**config.mk**
```make
export PLATFORM = sky130hd
export DESIGN_NAME = circular_deque
export DESIGN_NICKNAME = d
export VERILOG_FILES = /design/src/rtl/cdq_pkg.sv /design/src/rtl/circular_deque.sv /design/src/rtl/cdq_ctrl.sv /design/src/rtl/cdq_dp.sv
export SDC_FILE = /design/constraint.sdc
export NUM_CORES = 1
export LEC_CHECK = 0
export BUFFER_PORTS_ARGS = -buffer_cell sky130_fd_sc_hd__buf_4
export CAP_MARGIN = 20
export CORE_MARGIN = 4
export CORE_UTILIZATION = 55
export DETAILED_ROUTE_END_ITERATION = 8
export PLACE_DENSITY = 0.78
export SYNTH_ARGS = -nofsm -noshare
export SYNTH_HDL_FRONTEND = slang
export SYNTH_SLANG_ARGS = --single-unit
```
**constraint.sdc**
```tcl
create_clock -name clk -period 9.55 [get_ports clk]
set_clock_uncertainty 0.05 [all_clocks]
set_input_delay 1.4325 -clock clk [delete_from_list [all_inputs] [get_ports clk]]
set_output_delay 1.4325 -clock clk [all_outputs]
set_load 0.05 [all_outputs]
```
**src/rtl/cdq_pkg.sv**
```systemverilog
package cdq_pkg;

    localparam int DEPTH_DEF      = 16;
    localparam int DATA_WIDTH_DEF = 32;

    localparam int OPCODE_W = 3;
    localparam int VALUE_W  = 32;
    localparam int STATUS_W = 2;
    localparam int COUNT_W  = 5;

    localparam logic [OPCODE_W-1:0] OP_QUERY      = 3'd0;
    localparam logic [OPCODE_W-1:0] OP_PUSH_FRONT = 3'd1;
    localparam logic [OPCODE_W-1:0] OP_PUSH_BACK  = 3'd2;
    localparam logic [OPCODE_W-1:0] OP_POP_FRONT  = 3'd3;
    localparam logic [OPCODE_W-1:0] OP_POP_BACK   = 3'd4;

    localparam logic [STATUS_W-1:0] ST_DONE  = 2'd0;
    localparam logic [STATUS_W-1:0] ST_FULL  = 2'd1;
    localparam logic [STATUS_W-1:0] ST_EMPTY = 2'd2;

    typedef struct packed {
        logic [OPCODE_W-1:0] opcode;
        logic [VALUE_W-1:0]  value;
    } deque_in_t;

    typedef struct packed {
        logic [STATUS_W-1:0] status;
        logic [COUNT_W-1:0]  count;
        logic [VALUE_W-1:0]  front_value;
        logic [VALUE_W-1:0]  back_value;
    } deque_out_t;

    // Commands from the controller to the datapath.
    typedef struct packed {
        logic accept;
        logic read;
        logic load;
    } cdq_cmd_t;

endpackage

```
**src/rtl/circular_deque.sv**
```systemverilog
// Double-ended queue in a ring memory with a head pointer and an element count.
// Each transaction runs the controller sequence update / registered memory read /
// output load, and no new one is accepted until the load; output stall delays it.
// Reset: head and count clear to an empty deque; memory contents are not cleared.
module circular_deque
    import cdq_pkg::*;
#(
    parameter int DEPTH      = DEPTH_DEF,
    parameter int DATA_WIDTH = DATA_WIDTH_DEF
)
(
    input  logic       clk,
    input  logic       rst_n,
    input  logic       in_valid,
    output logic       in_stall,
    input  deque_in_t  in_data,
    output logic       out_valid,
    input  logic       out_stall,
    output deque_out_t out_data
);

    cdq_cmd_t cmd;

    cdq_ctrl u_ctrl
    (
        .clk       (clk),
        .rst_n     (rst_n),
        .in_valid  (in_valid),
        .in_stall  (in_stall),
        .out_valid (out_valid),
        .out_stall (out_stall),
        .cmd       (cmd)
    );

    cdq_dp #(
        .DEPTH      (DEPTH),
        .DATA_WIDTH (DATA_WIDTH)
    ) u_dp
    (
        .clk      (clk),
        .rst_n    (rst_n),
        .cmd      (cmd),
        .in_data  (in_data),
        .out_data (out_data)
    );

endmodule

```
**src/rtl/cdq_ctrl.sv**
```systemverilog
module cdq_ctrl
    import cdq_pkg::*;
(
    input  logic     clk,
    input  logic     rst_n,
    input  logic     in_valid,
    output logic     in_stall,
    output logic     out_valid,
    input  logic     out_stall,
    output cdq_cmd_t cmd
);

    localparam logic [1:0] S_IDLE = 2'd0;
    localparam logic [1:0] S_READ = 2'd1;
    localparam logic [1:0] S_LOAD = 2'd2;

    logic [1:0] state_reg;
    logic [1:0] state_next;
    logic       out_valid_reg;
    logic       out_valid_next;

    always_comb
    begin
        cmd.accept = (state_reg == S_IDLE) && in_valid;
        cmd.read   = (state_reg == S_READ);
        // Load the output register only when it is empty or being drained.
        cmd.load   = (state_reg == S_LOAD) && (!out_valid_reg || !out_stall);
    end

    always_comb
    begin
        state_next = state_reg;
        case (state_reg)
            S_IDLE:
            begin
                if (cmd.accept)
                    state_next = S_READ;
            end
            S_READ:
            begin
                state_next = S_LOAD;
            end
            S_LOAD:
            begin
                if (cmd.load)
                    state_next = S_IDLE;
            end
            default:
            begin
                state_next = S_IDLE;
            end
        endcase
    end

    always_comb
    begin
        out_valid_next = out_valid_reg;
        if (cmd.load)
            out_valid_next = 1'b1;
        else if (!out_stall)
            out_valid_next = 1'b0;
    end

    always_ff @(posedge clk or negedge rst_n)
    begin
        if (!rst_n)
        begin
            state_reg     <= S_IDLE;
            out_valid_reg <= 1'b0;
        end
        else
        begin
            state_reg     <= state_next;
            out_valid_reg <= out_valid_next;
        end
    end

    assign in_stall  = (state_reg != S_IDLE);
    assign out_valid = out_valid_reg;

endmodule

```
**src/rtl/cdq_dp.sv**
```systemverilog
module cdq_dp
    import cdq_pkg::*;
#(
    parameter int DEPTH      = DEPTH_DEF,
    parameter int DATA_WIDTH = DATA_WIDTH_DEF
)
(
    input  logic       clk,
    input  logic       rst_n,
    input  cdq_cmd_t   cmd,
    input  deque_in_t  in_data,
    output deque_out_t out_data
);

    localparam int AW = $clog2(DEPTH);
    localparam int CW = $clog2(DEPTH + 1);

    logic [DATA_WIDTH-1:0] mem [DEPTH];

    logic [AW-1:0]       head_reg;
    logic [AW-1:0]       head_next;
    logic [CW-1:0]       cnt_reg;
    logic [CW-1:0]       cnt_next;
    logic [STATUS_W-1:0] status_reg;
    logic [STATUS_W-1:0] status_next;
    logic [DATA_WIDTH-1:0] front_q;
    logic [DATA_WIDTH-1:0] back_q;
    deque_out_t          out_reg;

    logic                  full;
    logic                  empty;
    logic [AW-1:0]         head_dec;
    logic [AW-1:0]         head_inc;
    logic [AW:0]           tail_sum;
    logic [AW:0]           tail_wrap;
    logic [AW:0]           back_sum;
    logic [AW:0]           back_wrap;
    logic                  wr_en;
    logic [AW-1:0]         wr_addr;
    logic [63:0]           val_wide;
    logic [DATA_WIDTH-1:0] wr_data;
    logic [31:0]           cnt_wide;
    logic [63:0]           front_wide;
    logic [63:0]           back_wide;

    assign full  = (cnt_reg == CW'(DEPTH));
    assign empty = (cnt_reg == '0);

    assign head_dec = (head_reg == '0) ? AW'(DEPTH - 1) : head_reg - AW'(1);
    assign head_inc = (head_reg == AW'(DEPTH - 1)) ? '0 : head_reg + AW'(1);

    // Unless empty, sums stay below 2*DEPTH; one subtract wraps them.
    assign tail_sum  = {1'b0, head_reg} + (AW+1)'(cnt_reg);
    assign tail_wrap = (tail_sum >= (AW+1)'(DEPTH)) ? tail_sum - (AW+1)'(DEPTH) : tail_sum;
    assign back_sum  = tail_sum - (AW+1)'(1);
    assign back_wrap = (back_sum >= (AW+1)'(DEPTH)) ? back_sum - (AW+1)'(DEPTH) : back_sum;

    assign val_wide = 64'(in_data.value);
    assign wr_data  = val_wide[DATA_WIDTH-1:0];

    always_comb
    begin
        head_next   = head_reg;
        cnt_next    = cnt_reg;
        status_next = ST_DONE;
        wr_en       = 1'b0;
        wr_addr     = head_dec;
        case (in_data.opcode)
            OP_PUSH_FRONT:
            begin
                if (full)
                    status_next = ST_FULL;
                else
                begin
                    head_next = head_dec;
                    wr_en     = cmd.accept;
                    wr_addr   = head_dec;
                    cnt_next  = cnt_reg + CW'(1);
                end
            end
            OP_PUSH_BACK:
            begin
                if (full)
                    status_next = ST_FULL;
                else
                begin
                    wr_en    = cmd.accept;
                    wr_addr  = tail_wrap[AW-1:0];
                    cnt_next = cnt_reg + CW'(1);
                end
            end
            OP_POP_FRONT:
            begin
                if (empty)
                    status_next = ST_EMPTY;
                else
                begin
                    head_next = head_inc;
                    cnt_next  = cnt_reg - CW'(1);
                end
            end
            OP_POP_BACK:
            begin
                if (empty)
                    status_next = ST_EMPTY;
                else
                    cnt_next = cnt_reg - CW'(1);
            end
            default:
            begin
                status_next = ST_DONE;
            end
        endcase
    end

    always_ff @(posedge clk or negedge rst_n)
    begin
        if (!rst_n)
        begin
            head_reg <= '0;
            cnt_reg  <= '0;
        end
        else if (cmd.accept)
        begin
            head_reg <= head_next;
            cnt_reg  <= cnt_next;
        end
    end

    always_ff @(posedge clk)
    begin
        if (cmd.accept)
            status_reg <= status_next;
    end

    always_ff @(posedge clk)
    begin
        if (wr_en)
            mem[wr_addr] <= wr_data;
        if (cmd.read)
        begin
            front_q <= mem[head_reg];
            back_q  <= mem[back_wrap[AW-1:0]];
        end
    end

    assign cnt_wide   = 32'(cnt_reg);
    assign front_wide = 64'(front_q);
    assign back_wide  = 64'(back_q);

    always_ff @(posedge clk)
    begin
        if (cmd.load)
        begin
            out_reg.status      <= status_reg;
            out_reg.count       <= cnt_wide[COUNT_W-1:0];
            // Report zeros when nothing is stored.
            out_reg.front_value <= empty ? '0 : front_wide[VALUE_W-1:0];
            out_reg.back_value  <= empty ? '0 : back_wide[VALUE_W-1:0];
        end
    end

    assign out_data = out_reg;

endmodule

```
# [Word-level counts from Yosys, hierarchy flattened]
# Memory sizes are Yosys's and may differ from the RTL's. A register that Yosys moved wholly into a read port is not among the register bits.
# Cells that the tools add are included.
[classes] n_reduce_logical=16 n_lt_le_gt_ge=2 n_addsub=8 n_mux=24 eq_ne=15
[ops] cell="4-bit two-way mux" n=8
[ops] cell="4-bit by 1-bit subtractor with 4-bit output (second input constant)" n=3
[ops] cell="5-bit greater-or-equal comparator (second input constant)" n=2
[ops] cell="5-bit two-way mux" n=2
[ops] cell="2-bit inequality test (second input constant)" n=5
[ops] cell="5-bit case mux with 2 select lines" n=1
[ops] cell="5-bit by 1-bit subtractor with 5-bit output (second input constant)" n=2
[ops] cell="4-bit case mux with 2 select lines" n=1
[ops] cell="4-bit AND reduction" n=2
[ops] cell="1-bit two-way mux" n=7
[ops] cell="3-bit by 2-bit equality test with 1-bit output (second input constant)" n=2
[ops] cell="2-bit two-way mux" n=3
[ops] cell="2-bit case mux with 3 select lines" n=1
[ops] cell="2-bit nonzero test" n=3
[ops] cell="4-bit by 5-bit adder with 5-bit output" n=1
[ops] cell="5-bit by 1-bit adder with 5-bit output (second input constant)" n=1
[ops] cell="5-bit equality test (second input constant)" n=1
[ops] cell="5-bit logical NOT" n=1
[ops] cell="4-bit by 1-bit adder with 4-bit output (second input constant)" n=1
[ops] cell="4-bit equality test (second input constant)" n=1
[ops] cell="4-bit logical NOT" n=1
[ops] cell="2-bit by 1-bit inequality test with 1-bit output (second input constant)" n=2
[ops] cell="2-bit case mux with 2 select lines" n=1
[ops] cell="2-bit OR reduction" n=2
[ops] cell="other kinds (9)" n=11
[totals] word_cells=75 ff_bits=85 input_bits=39 mem_count=1 ram_bits=512
[mem_list] memory="u_dp.mem" depth=16 word_bits=32 rd=2 rd_ports_with_merged_regs=2 wr=1 line_no="cdq_dp.sv:18" source="logic [DATA_WIDTH-1:0] mem [DEPTH];"

# [Depth between registers and ports, before layout]
[logic_depth] depth_word=6 ltp_mapped=11 ltp_nobuf=9

# [Modules after synthesis]
# Synthesis repeated with hierarchy kept, for this count alone.
[hier_totals] cells_unflattened=1581 hier_area_um2=29210.5
[modules_own_cells] module="cdq_dp" n_inst=1 area_each_um2=29070.4 seq_area_each_um2=19713.9 cells_per_inst=1566
[modules_own_cells] module="cdq_ctrl" n_inst=1 area_each_um2=140.1 seq_area_each_um2=75.1 cells_per_inst=15

# [Least setup slack after synthesis]
# Ideal clock, no wire load.
[synth_timing] path_kind="input-to-reg" start="input port in_data[33] (netlist name)" end="memory u_dp.mem[11][0] (netlist name), enable pin" setup_slack_ns=3.944 cell_stages=6 setup_time_ns=0.461 path_buffers=1 t_arrival_ns=5.095 path_cell_list="buf_6 > or3b_1 > a21oi_2 > mux2_4 > or2_2 > nor3_1"
[synth_via] elab_chain_cells=5 elab_cells_between_ends=7
[synth_lines] item="start, declared" line_no="circular_deque.sv:16" source="input deque_in_t in_data,"
[synth_lines] item="3-bit by 1-bit equality test with 1-bit output or 3-bit by 2-bit equality test with 1-bit output (tied branches)" line_no="cdq_dp.sv:68" source="case (in_data.opcode)"
[synth_lines] item="2-bit OR reduction (no line)"
[synth_lines] item="1-bit two-way mux"
[synth_lines] item="1-bit two-way mux" line_no="cdq_dp.sv:138" source="if (wr_en)"
[synth_lines] item="1-bit two-way mux (not written as such)" line_no="cdq_dp.sv:139" source="mem[wr_addr] <= wr_data;"
[synth_lines] item="end, declared" line_no="cdq_dp.sv:18"
# Several ways; a longest one is shown, not always the timed one.

# [Worst setup path in the final report]
[layout_timing] start="register u_dp.head_reg[1]" end="memory u_dp.mem[7][31] (netlist name), enable pin"
[layout_via] elab_chain_cells=5 elab_cells_between_ends=9
[layout_lines] item="start, declared" line_no="cdq_dp.sv:20" source="logic [AW-1:0] head_reg;"
[layout_lines] item="start signal, assigned" line_no="cdq_dp.sv:125" source="head_reg <= head_next;"
[layout_lines] item="4-bit by 5-bit adder with 5-bit output" line_no="cdq_dp.sv:53" source="assign tail_sum = {1'b0, head_reg} + (AW+1)'(cnt_reg);"
[layout_lines] item="4-bit by 1-bit subtractor with 4-bit output or 5-bit greater-or-equal comparator (tied branches)" line_no="cdq_dp.sv:54" source="assign tail_wrap = (tail_sum >= (AW+1)'(DEPTH)) ? tail_sum - (AW+1)'(DEPTH) : tail_sum;"
[layout_lines] item="4-bit two-way mux" line_no="cdq_dp.sv:54"
[layout_lines] item="4-bit two-way mux" line_no="cdq_dp.sv:83" source="if (full)"
[layout_lines] item="4-bit two-way mux (*)"
# Mark *: on every way between the ends. The rest lies on a longest branch, timed or not.

==> results.md <==
- Status: completed
- Yosys warning count: 0
- Final setup violation count: 0
- Diodes inserted: 0
- Post-placement worst setup slack: around 4300 ps
- Fraction of final layout cells sized beyond drive strength 1: a little under two fifths
- Clock tree from TritonCTS: done
- Grt ovf: 0
- Slew @ Worst Pin: between 1000 and 1500 ps
- Ys async rst share: 1.815%
- Cell type with the highest occurrence count on the critical path: sky130_fd_sc_hd__buf_4
- Core Util, Final: approximately 63%
- Worst setup EP type: flop
- Routability-driven placement congestion ratio: 0.7523
- Unique cell type count in the Yosys netlist: 50
- Number of nets produced by synthesis: ~1.4k
- # hold bufs at CTS: 0
- WL per Instance: between 20 and 30 µm
- Most common flop cell mapped by yosys: sky130_fd_sc_hd__edfxtp_1
- Most numerous cell in the Yosys netlist: sky130_fd_sc_hd__edfxtp_1
- Resized Gates After CTS: 0
- Worst Hold Path Cells: 0
- Flip-flop count of the largest register, all copies and words added: between 500 and 600
- Top-level port count: approximately 110
- Share of synthesized area occupied by flip-flops and latches: between 60% and 70%
- Count of maximum capacitance violations: 0
- Net total in the final layout: around 1.5k
- Post-Synthesis Cells: around 1.3k
- Full die area: roughly 56000 µm²
- Post-layout minimum cycle time: approximately 5200 ps
- Pin count of the biggest net entering global routing: 73
- Cell Chain, Critical Path: buf_4 -> ha_1 -> a21o_1 -> a21oi_1 -> xnor2_1 -> mux2_2 -> nor3_2 -> buf_4
- Crit path max fanout: 47
- Final Max Tran Viols: 0
- Top register by number of flip-flops: u_dp.mem
- Vias in the first global route: 15.23k
- Area growth from synthesis to final layout: 13.35%
- Area leader, netlist: sky130_fd_sc_hd__edfxtp_1
- Count of TritonRoute iterations in the first routing pass: 5
- Starting density of the core: 56.00%
- Global-route wire length before repair: 96530 µm
- ANT nets after route: 0
- Headroom to the max-slew limit: about 25%
- Reg-to-reg endpoint: u_dp.mem[7][31]$_DFFE_PP_
- Total number of H-tree levels: 2
- Final-layout setup total negative slack: 0 ps
- Die Wd: approximately 240 µm
- Endpoint with the worst hold slack: u_dp.out_data[69]$_DFFE_PP_
- Highest clock rate: approximately 0.19 GHz
- Post-CTS clock slew at the launch and capture registers of the worst setup and hold paths: ~60 ps
- Root buffer cell: sky130_fd_sc_hd__clkbuf_16
- Vias post-DR: 14.50k
- Path category of the worst min-delay check: reg2reg
- Total of buffers placed on input and output ports: between 100 and 150
- Number of enable flip-flop cells after synthesis: 649
- Detailed placer's ending HPWL: 34550 µm
- Cell area after layout: around 33000 µm²
- CTS sink cnt: 661
- Area share of the leading cell type in the synthesized netlist: 67.29%
- Number of hold violations in the final report: 0
- Standard cell with the maximum stage delay on the critical path: sky130_fd_sc_hd__dfrtp_4
- List of most frequent post-synthesis cells: sky130_fd_sc_hd__edfxtp_1 (649), sky130_fd_sc_hd__mux4_2 (288), sky130_fd_sc_hd__mux2i_1 (99), sky130_fd_sc_hd__nor2b_1 (66), sky130_fd_sc_hd__buf_2 (33)
- Worst setup margin: between 4000 and 5000 ps
- Post-place instance area: ~31000 µm²
- Post CTS Setup Buffer Count: 0
- Startpoint class of the critical path: flop
- Placeable core region: approximately 52000 µm²
- Vertical die dimension: between 200 and 250 µm
- Post-detailed-route DRC marker count: 0
- Required time of the critical path: 9760 ps
- Total GRT Usage: 22.84%
- FP Rows: 83
- Crit path DAT: around 5400 ps
- Initial antenna violation count: 1
- Origin of the critical flop-to-flop path: u_dp.head_reg[1]$_DFFE_PN0P_
- Post-Synthesis Mean Instance Area: 21.97 µm²
- Cell area after synthesis: approximately 29000 µm²
- Portion of the clock cycle consumed by the worst path in the final layout: approximately 54%
- Area contributors post-synth: sky130_fd_sc_hd__edfxtp_1 (67%), sky130_fd_sc_hd__mux4_2 (22%), sky130_fd_sc_hd__mux2i_1 (3.4%), sky130_fd_sc_hd__nor2b_1 (1.4%), sky130_fd_sc_hd__dfrtp_1 (1.0%)
- Detailed-route vias per instance: about 6.7
- Total length of routed wires: roughly 64000 µm
- Slack of the worst reg-to-reg path: about 4400 ps
- CTS buffer count: 61
- Buffer depth of the longest clock path: 3
- Synthesized flop and latch total: around 660
- RSZ-0062 raised after global routing: false
- Worst hold start: u_dp.status_reg[0]$_DFFE_PP_
- R2r worst-path depth: 8
- Type of the worst setup path: reg2reg
- Later-pin clock latency in the skew report: 630 ps
- Initial detailed-routing violation count: between 1k and 1.5k
- Max stage delay on crit path: 1000 ps
==> metal layers <==
layer | share of wire, % | vias to the layer above | wire [µm] | global-route usage, %
met5 | 0.031 | - | 20 | 0
met4 | 2.4 | 2 | 1516 | 5.945
met3 | 8.6 | 116 | 5520 | 4.014
met2 | 51 | 793 | 32820 | 38.97
met1 | 38 | 7686 | 24160 | 31.21
li1 | - | 5900 | - | -
==> cells in the final DEF, fill, tap and decap left out, types with 2 or more instances in the layout <==
cell,count
sky130_fd_sc_hd__and3_1,2
sky130_fd_sc_hd__dfrtp_4,2
sky130_fd_sc_hd__edfxtp_1,649
sky130_fd_sc_hd__nand3b_1,2
sky130_fd_sc_hd__mux4_2,288
sky130_fd_sc_hd__clkinv_4,2
sky130_fd_sc_hd__fa_1,2
sky130_fd_sc_hd__nor2_4,9
sky130_fd_sc_hd__clkbuf_16,63
sky130_fd_sc_hd__bufinv_16,12
sky130_fd_sc_hd__nor4b_1,2
sky130_fd_sc_hd__xnor2_1,7
sky130_fd_sc_hd__dfrtp_1,9
sky130_fd_sc_hd__xor2_1,5
sky130_fd_sc_hd__mux2_2,4
sky130_fd_sc_hd__nand2b_1,2
sky130_fd_sc_hd__o21ai_0,4
sky130_fd_sc_hd__clkinv_1,10
sky130_fd_sc_hd__ha_4,2
sky130_fd_sc_hd__inv_2,2
sky130_fd_sc_hd__nor2b_1,65
sky130_fd_sc_hd__o21bai_1,2
sky130_fd_sc_hd__ha_1,7
sky130_fd_sc_hd__buf_4,143
sky130_fd_sc_hd__clkinvlp_4,9
sky130_fd_sc_hd__nor2_1,3
sky130_fd_sc_hd__a21o_1,2
sky130_fd_sc_hd__nand2_1,9
sky130_fd_sc_hd__mux2i_1,99
sky130_fd_sc_hd__nand3_1,4
sky130_fd_sc_hd__nor3_2,8
sky130_fd_sc_hd__inv_1,11
sky130_fd_sc_hd__clkbuf_1,5
sky130_fd_sc_hd__clkinv_2,9
sky130_fd_sc_hd__a21oi_1,9
==> how the worst max path moves through the flow <==
stage / to / start / cells past startpoint / slack [ps]
final: u_dp.mem[7][31]$_DFFE_PP_ / u_dp.head_reg[1]$_DFFE_PN0P_ / 8 / 4360
after global routing: u_dp.mem[7][31]$_DFFE_PP_ / u_dp.head_reg[1]$_DFFE_PN0P_ / 8 / 4010
after CTS: u_dp.mem[7][31]$_DFFE_PP_ / u_dp.head_reg[1]$_DFFE_PN0P_ / 8 / 4300
after detailed placement: u_dp.mem[7][25]$_DFFE_PP_ / u_dp.head_reg[1]$_DFFE_PN0P_ / 8 / 4290
after global placement: u_dp.mem[7][25]$_DFFE_PP_ / u_dp.head_reg[1]$_DFFE_PN0P_ / 8 / 4310
after floorplan: u_dp.mem[11][0]$_DFFE_PP_ / in_data[33] / 6 / 3940
==> cell type report <==
cell class | instances | area (µm²)
sequential | 661 | 19800
fill | 3378 | 18890
timing repair buffer | 143 | 1074
clock inverter | 44 | 548.0
multi-input combinational | 561 | 8911
clock buffer | 68 | 1595
inverter | 13 | 48.80
tap | 680 | 850.8
==> logic make-up after synthesis <==
logic type                 after synthesis  synth area share (%)
and+or+nand+nor                        118                 2.497
muxes                                  392                 26.03
buffers and inverters                   96                 1.516
AOI/OAI and AO/OA                       26                0.6524
DFF                                    661                 68.33
xor gates and xnor gates                14                0.4493
adders and majority gates               11                0.5271
==> worst max-delay path, delay by kind of cell (launching register included) <==
kind,cells,cell delay [ps]
compound gates,2,360
flops,1,1000
xor+xnor,1,220
simple gates,1,800
fa+ha+maj,1,390
buf+inv,2,1440
mux,1,460
==> per-stage QoR <==
| stage | hold slack (ps) | instances |
|---|---|---|
| detailed placement | 359.8 | 2058 |
| CTS | 372.8 | 2170 |
| global route | 399.0 | 2170 |
| global placement | 353.5 | 2058 |
| finish | 370.1 | 2170 |
| floorplan | 350.3 | 1318 |
Power is not shown: default switching activity piles up to over one toggle a cycle in this logic, so the estimate is an artifact.
